--- src/rtl/assert_macros.svh ---
// assertion helpers included by float32_exponential_unit
`ifndef ASSERT_MACROS_SVH
`define ASSERT_MACROS_SVH

`ifndef ASSERT_OFF
`define ASSERT_PROP(lbl, ck, rstn, prop) \
  lbl: assert property (@(posedge ck) disable iff (!(rstn)) (prop)) \
    else $error("assertion failed");
`define ASSERT_NEVER(lbl, ck, rstn, expr) \
  lbl: assert property (@(posedge ck) disable iff (!(rstn)) !(expr)) \
    else $error("forbidden condition seen");
`else
`define ASSERT_PROP(lbl, ck, rstn, prop)
`define ASSERT_NEVER(lbl, ck, rstn, expr)
`endif

`endif

--- src/rtl/f32exp_pkg.sv ---
`timescale 1ns / 1ps
package f32exp_pkg;

  localparam logic [31:0] EXP_HI_BITS = 32'h42B18D72;
  localparam logic [31:0] EXP_LO_BITS = 32'hC2CFF1B4;
  localparam logic [31:0] LOG2E_BITS  = 32'h3FB8AA3B;
  localparam logic [31:0] LN2_HI_BITS = 32'hBF317200;
  localparam logic [31:0] LN2_LO_BITS = 32'hB5BFBE8E;
  localparam logic [31:0] PC0_BITS    = 32'h3AB4A000;
  localparam logic [31:0] PC1_BITS    = 32'h3C092F6E;
  localparam logic [31:0] PC2_BITS    = 32'h3D2AADAD;
  localparam logic [31:0] PC3_BITS    = 32'h3E2AAA28;
  localparam logic [31:0] PC4_BITS    = 32'h3EFFFFFB;
  localparam logic [31:0] ONE_BITS    = 32'h3F800000;
  localparam logic [31:0] MAGIC_BITS  = 32'h4B400000;
  localparam logic [31:0] QNAN_BITS   = 32'h7FC00000;
  localparam logic [31:0] PINF_BITS   = 32'h7F800000;
  localparam logic [31:0] INF_MAG     = 32'h7F800000;

  localparam int NUM_POLY = 6;
  localparam logic [31:0] POLY_C [NUM_POLY] =
    '{PC1_BITS, PC2_BITS, PC3_BITS, PC4_BITS, ONE_BITS, ONE_BITS};

  typedef struct packed {
    logic              last;
    logic              spec;
    logic [31:0]       spec_y;
    logic [31:0]       x;
    logic signed [8:0] n;
    logic [31:0]       nf;
    logic [31:0]       r;
  } side_t;

endpackage

--- src/rtl/f32exp_fma.sv ---
`timescale 1ns / 1ps
module f32exp_fma import f32exp_pkg::*; (
  input  logic        clk,
  input  logic        rst_n,
  input  logic        en,
  input  logic        vld_i,
  input  logic [31:0] a_i,
  input  logic [31:0] b_i,
  input  logic [31:0] c_i,
  input  side_t       side_i,
  output logic        vld_o,
  output logic [31:0] y_o,
  output side_t       side_o
);

  localparam int DEPTH = 7;

  function automatic logic [2:0] lz8(input logic [7:0] w);
    logic [2:0] c;
    c = 3'd7;
    for (int i = 0; i < 8; i++) begin
      if (w[i]) c = 3'(7 - i);
    end
    return c;
  endfunction

  logic [DEPTH-1:0] vld_r;
  side_t            side_r [DEPTH];

  always_ff @(posedge clk) begin
    if (!rst_n) begin
      vld_r <= '0;
    end else if (en) begin
      vld_r <= {vld_r[DEPTH-2:0], vld_i};
    end
  end

  always_ff @(posedge clk) begin
    if (en) begin
      side_r[0] <= side_i;
      for (int i = 1; i < DEPTH; i++) side_r[i] <= side_r[i-1];
    end
  end

  // stage 1: unpack, multiply, alignment distance
  logic [7:0]         ea, eb, ec;
  logic [23:0]        ma, mb, mc;
  logic signed [10:0] ep, shf, fe_nxt;
  logic [6:0]         sh_nxt;

  assign ea = (a_i[30:23] == 8'd0) ? 8'd1 : a_i[30:23];
  assign eb = (b_i[30:23] == 8'd0) ? 8'd1 : b_i[30:23];
  assign ec = (c_i[30:23] == 8'd0) ? 8'd1 : c_i[30:23];
  assign ma = {a_i[30:23] != 8'd0, a_i[22:0]};
  assign mb = {b_i[30:23] != 8'd0, b_i[22:0]};
  assign mc = {c_i[30:23] != 8'd0, c_i[22:0]};
  assign ep = $signed({3'b0, ea}) + $signed({3'b0, eb}) - 11'sd150;
  assign shf = 11'sd72 + ep - $signed({3'b0, ec});

  always_comb begin
    if (shf < 11'sd0) begin
      sh_nxt = 7'd0;
      fe_nxt = $signed({3'b0, ec}) - 11'sd224;
    end else begin
      sh_nxt = (shf > 11'sd127) ? 7'd127 : shf[6:0];
      fe_nxt = ep - 11'sd152;
    end
  end

  logic [47:0]        s1_mp_r;
  logic [23:0]        s1_mc_r;
  logic [6:0]         s1_sh_r;
  logic signed [10:0] s1_fe_r;
  logic               s1_sub_r, s1_sp_r, s1_sc_r;

  always_ff @(posedge clk) begin
    if (en) begin
      s1_mp_r  <= ma * mb;
      s1_mc_r  <= mc;
      s1_sh_r  <= sh_nxt;
      s1_fe_r  <= fe_nxt;
      s1_sub_r <= a_i[31] ^ b_i[31] ^ c_i[31];
      s1_sp_r  <= a_i[31] ^ b_i[31];
      s1_sc_r  <= c_i[31];
    end
  end

  // stage 2: align addend, sticky into bit 0
  logic [99:0] full, cal, lost;
  assign full = {2'b0, s1_mc_r, 74'b0};
  assign cal  = full >> s1_sh_r;
  assign lost = full & ~({100{1'b1}} << s1_sh_r);

  logic [99:0]        s2_cal_r;
  logic [47:0]        s2_mp_r;
  logic signed [10:0] s2_fe_r;
  logic               s2_sub_r, s2_sp_r, s2_sc_r;

  always_ff @(posedge clk) begin
    if (en) begin
      s2_cal_r <= {cal[99:1], cal[0] | (|lost)};
      s2_mp_r  <= s1_mp_r;
      s2_fe_r  <= s1_fe_r;
      s2_sub_r <= s1_sub_r;
      s2_sp_r  <= s1_sp_r;
      s2_sc_r  <= s1_sc_r;
    end
  end

  // stage 3: add or subtract magnitudes
  logic [99:0]  pf, sum, mag_nxt;
  logic [100:0] d1, d2;
  logic         sg_nxt;

  assign pf  = {50'b0, s2_mp_r, 2'b0};
  assign sum = pf + s2_cal_r;
  assign d1  = {1'b0, pf} - {1'b0, s2_cal_r};
  assign d2  = {1'b0, s2_cal_r} - {1'b0, pf};

  always_comb begin
    if (!s2_sub_r) begin
      mag_nxt = sum;
      sg_nxt  = s2_sp_r;
    end else if (!d1[100]) begin
      mag_nxt = d1[99:0];
      sg_nxt  = s2_sp_r;
    end else begin
      mag_nxt = d2[99:0];
      sg_nxt  = s2_sc_r;
    end
  end

  logic [99:0]        s3_mag_r;
  logic signed [10:0] s3_fe_r;
  logic               s3_sg_r;

  always_ff @(posedge clk) begin
    if (en) begin
      s3_mag_r <= mag_nxt;
      s3_fe_r  <= s2_fe_r;
      s3_sg_r  <= sg_nxt;
    end
  end

  // stage 4: leading zeros per byte group
  logic [103:0] mag104;
  logic [12:0]  gnz_nxt;
  logic [2:0]   glz_nxt [13];

  assign mag104 = {s3_mag_r, 4'b0};

  always_comb begin
    for (int g = 0; g < 13; g++) begin
      gnz_nxt[g] = |mag104[103-8*g -: 8];
      glz_nxt[g] = lz8(mag104[103-8*g -: 8]);
    end
  end

  logic [99:0]        s4_mag_r;
  logic [12:0]        s4_gnz_r;
  logic [2:0]         s4_glz_r [13];
  logic signed [10:0] s4_fe_r;
  logic               s4_sg_r;

  always_ff @(posedge clk) begin
    if (en) begin
      s4_mag_r <= s3_mag_r;
      s4_gnz_r <= gnz_nxt;
      s4_glz_r <= glz_nxt;
      s4_fe_r  <= s3_fe_r;
      s4_sg_r  <= s3_sg_r;
    end
  end

  // stage 5: pick first group, exponent and normalising shift
  logic [6:0]         lz;
  logic signed [11:0] enorm, tsh;
  logic [6:0]         shl_nxt;
  logic [7:0]         e_nxt;

  always_comb begin
    lz = 7'd104;
    for (int g = 12; g >= 0; g--) begin
      if (s4_gnz_r[g]) lz = 7'(g * 8) + {4'b0, s4_glz_r[g]};
    end
  end

  assign enorm = $signed({s4_fe_r[10], s4_fe_r}) + 12'sd226 - $signed({5'b0, lz});
  assign tsh   = $signed({5'b0, lz}) + enorm - 12'sd1;

  always_comb begin
    if (enorm >= 12'sd1) begin
      shl_nxt = lz;
      e_nxt   = enorm[7:0];
    end else begin
      shl_nxt = (tsh < 12'sd0) ? 7'd0 : tsh[6:0];
      e_nxt   = 8'd0;
    end
  end

  logic [99:0] s5_mag_r;
  logic [6:0]  s5_shl_r;
  logic [7:0]  s5_e_r;
  logic        s5_sg_r, s5_zero_r;

  always_ff @(posedge clk) begin
    if (en) begin
      s5_mag_r  <= s4_mag_r;
      s5_shl_r  <= shl_nxt;
      s5_e_r    <= e_nxt;
      s5_sg_r   <= s4_sg_r;
      s5_zero_r <= ~|s4_gnz_r;
    end
  end

  // stage 6: normalise
  logic [99:0] nm;
  assign nm = s5_mag_r << s5_shl_r;

  logic [23:0] s6_m_r;
  logic        s6_g_r, s6_st_r, s6_sg_r, s6_zero_r;
  logic [7:0]  s6_e_r;

  always_ff @(posedge clk) begin
    if (en) begin
      s6_m_r    <= nm[99:76];
      s6_g_r    <= nm[75];
      s6_st_r   <= |nm[74:0];
      s6_e_r    <= s5_e_r;
      s6_sg_r   <= s5_sg_r;
      s6_zero_r <= s5_zero_r;
    end
  end

  // stage 7: round to nearest even, carry runs into the exponent
  logic        inc;
  logic [30:0] rnd;
  assign inc = s6_g_r & (s6_st_r | s6_m_r[0]);
  assign rnd = {s6_e_r, s6_m_r[22:0]} + {30'b0, inc};

  logic [31:0] s7_y_r;

  always_ff @(posedge clk) begin
    if (en) begin
      s7_y_r <= s6_zero_r ? 32'd0 : {s6_sg_r, rnd};
    end
  end

  assign vld_o  = vld_r[DEPTH-1];
  assign side_o = side_r[DEPTH-1];
  assign y_o    = s7_y_r;

endmodule

--- config.mk ---
export PLATFORM = sky130hd
export DESIGN_NAME = f32exp_fma
export DESIGN_NICKNAME = d
export VERILOG_FILES = /design/src/rtl/assert_macros.svh /design/src/rtl/f32exp_pkg.sv /design/src/rtl/f32exp_fma.sv
export SDC_FILE = /design/constraint.sdc
export NUM_CORES = 2
export LEC_CHECK = 0
export BUFFER_PORTS_ARGS = -buffer_cell sky130_fd_sc_hd__buf_4
export CAP_MARGIN = 20
export CORE_ASPECT_RATIO = 0.6
export CORE_UTILIZATION = 55
export DETAILED_ROUTE_END_ITERATION = 10
export PLACE_DENSITY = 0.7
export SLEW_MARGIN = 10
export SYNTH_ARGS = -nofsm -noshare
export SYNTH_HDL_FRONTEND = slang
export SYNTH_SLANG_ARGS = --single-unit
--- constraint.sdc ---
create_clock -name clk -period 9.64 [get_ports clk]
set_input_delay 0.964 -clock clk [delete_from_list [all_inputs] [get_ports clk]]
set_output_delay 0.964 -clock clk [all_outputs]
set_load 0.05 [all_outputs]
==> results.toml <==
[synth]
yosysSeqAreaShare_pct = 53.50
syn_area_um2 = 94790
synth_nets = 8919
yosys.area.top_type_share_pct = 53.35
synthTopCellsByCount = "edfxtp_1, inv_1, nand2_1, nor2_1, fa_1"
synth-adder-area-share_pct = 15.52
synth_mux_area_share_pct = 4.497
synth_cell_types = 98
yosysWarnings = 0
ys.flop_type = "edfxtp_1"
synth-simple-area-share_pct = 10.86
ys_ff_latch = 1691
synth_area_leader_cell = "edfxtp_1"
synth-xor-area-share_pct = 1.811
synth_most_common_cell = "edfxtp_1"
synth-edff-count = 1684
synth_top_family_by_area = "adder cells"
synth-compound-area-share_pct = 9.037
netlist_instances = 7798
synth_async_sr_flop_share_pct = 0
avgSynthCellArea_um2 = 12.16
yosys-top-cells-area = "edfxtp_1, fa_1, ha_1"

[floorplan]
die_area_um2 = 174100
io_pins = 411
core_um2 = 170400
die_x_um = 537.9
die_height_um = 323.6
start_util_pct = 55.63
rows = 117

[hold_path]
hold_path.class = "input port to register"

[layout]
final_cells = 10440
syn2layout_area_growth_pct = 10.40
drive_above_1_share_pct = 11.01
fillers = 13450
regArea_um2 = 50710
nets = 9186
multi_input_area_um2 = 39550

[drt]
drc = 0
wl_per_cell_um = 24.79
drt_iter0_drc = 7850
vias = 63290
dr.pass1.iters = 6
wl_met1_mm = 119.8
routed.top_layer = "met5"
dr_wl_met3_mm = 34.63
drt-total-wl_mm = 258.7
vias_per_cell = 6.065
wl_met2_mm = 99.72
antenna_left = 0

[worst_setup_path]
cp.arrival_ns = 8.66
crit_fanout = 22
crit_path_frequent_cell = "fa_1"
crit_path_max_incr_delay_ns = 0.52
cp-start-kind = "input port"
slowest_stage = "fa_1"
critPathRequiredTime_ns = 10.16
critPathBufInv = 4
cp_top_family = "adder cells"
endpoint_kind = "register"
path_class = "input port to register"

[pwr]
p_per_area_nw_per_um2 = 378.2
p_sw_share_pct = 44.59
comb_power_share_pct = 57.4
leakagePower_nw = 41.29
clockPowerShare_pct = 15.1
p_seq_share_pct = 27.6
p_sw_mw = 17.65
internal_power_mw = 21.93
ir_drop_mv = 1.122

[clocking]
post-cts-setup-buffer-count = 0
numCtsBuffers = 156
cts_tree = "done"
clkSlewWorstSetupHoldPaths_ns = 0.07
htreeDepth = 4
postCtsResizedCells = 0
cts_buffer_depth = 4
cts_sinks = 1691
ctsHoldBuffers = 0
clkLatencyLatePin_ns = 0.80
root_buffer = "clkbuf_16"

[timing]
whs_ns = 0.3045
hold_viol = 0
fin_skew_ns = 0.06493
fin_setup_tns_ns = 0
worstMarginPinSlew_ns = 1.352
finalCriticalPeriod_ns = 8.136
slew-limit-headroom_pct = 9.205
drv_slew = 0
rsz0062_at_grt = "no"
fmax_mhz = 122.9
period_share_pct = 84.40
setup_viol = 0

[global_route]
grt_pass1_vias = 58900
grt_pass1_wl_mm = 379.4
grt_overflow = 0
antenna_found_initial = 5
grt_start_max_net_pins = 207
grt_use_total_pct = 29.33

[placed_design]
dp_hpwl_mm = 195.0
place_inst = 10170
gp_congestion = 1.025
io_buffer_count = 410

[outcome]
outcome = "completed"

[run]
maxCapViolCount = 0
worst reg2reg max path: cells and delay by family (launching register included):
family	cells	cell delay [ns]
AOI/OAI and AO/OA	14	3.63
muxes	1	0.33
buffers and inverters	1	0.06
adders and majority gates	4	1.49
xor gates and xnor gates	2	0.80
DFF	1	0.49
and+or+nand+nor	2	0.40
final cells by class:
class	instances	area share (%)
Clock inverter	78	0.7030
Sequential cell	1691	48.46
Antenna cell	3	0.007174
Inverter	823	2.952
Clock buffer	186	3.899
Multi-Input combinational cell	4923	37.79
Timing Repair Buffer	470	3.486
Tap cell	2261	2.703
flip-flops by register name (all words and copies together) (netlist names), 23 cells and up:
register,cells
s5_mag_r,99
s1_mp_r,48
s6_m_r,23
s1_mc_r,24
s4_glz_r,39
s2_mp_r,48
s3_mag_r,100
s4_mag_r,99
s2_cal_r,98
side_r,973
y_o,32
layout by cell type, fill, tap and decap left out, types with 152 or more instances in the layout:
cell | Yosys | routed
edfxtp_1 | 1684 | 1684
fa_1 | 489 | 489
nand2_1 | 772 | 772
nor3_1 | 152 | 152
buf_4 | 6 | 458
a21oi_1 | 413 | 413
nor2_1 | 533 | 533
o21ai_0 | 240 | 239
and2_1 | 246 | 246
clkbuf_16 | 0 | 159
inv_1 | 817 | 814
ha_1 | 393 | 393
cells by family after synthesis:
logic type / count (synthesis)
xor gates and xnor gates: 196
DFF: 1691
muxes: 311
AOI/OAI and AO/OA: 1337
buffers and inverters: 1184
adders and majority gates: 882
and+or+nand+nor: 2197
worst paths after layout:
check / slack [ns] / from / end / cells past startpoint
max: 1.50 / b_i[30] / s1_mp_r[47] / 25
min: 0.30 / side_i[24] / side_r[0][24] / 1
max reg2reg: 2.19 / s4_gnz_r[11] / s5_shl_r[5] / 24
min reg2reg: 0.38 / s1_mp_r[14] / s2_mp_r[14] / 0
power by group through the flow:
stage | Sequential [mW] | Clock (mW) | Combinational [mW]
finish | 10.9 | 5.96 | 22.7
global route | 11.0 | 6.37 | 24.9
CTS | 10.9 | 6.10 | 22.3
detailed placement | 11.0 | 0 | 22.0
global placement | 11.0 | 0 | 21.7
floorplan | 10.8 | 0 | 15.5
stage by stage:
| step | setup slack (ns) | util (%) | total power, mW | instance area (µm²) |
|---|---|---|---|---|
| floorplan | 1.824 | - | 26.35 | 94790 |
| global placement | 0.8935 | 58.57 | 32.70 | 99800 |
| detailed placement | 0.7640 | 58.57 | 33.03 | 99810 |
| CTS | 1.559 | 61.40 | 39.25 | 104600 |
| global route | 1.138 | 61.41 | 42.25 | 104600 |
| finish | 1.504 | 61.41 | 39.58 | 104600 |
routing by layer:
metal | track usage [%] | up-vias
met5 | 0 | -
met4 | 5.300 | 4
met3 | 10.60 | 302
met2 | 37.29 | 3278
met1 | 47.38 | 31470
li1 | - | 28230
Note: power is estimated with default switching activity, not from simulation.
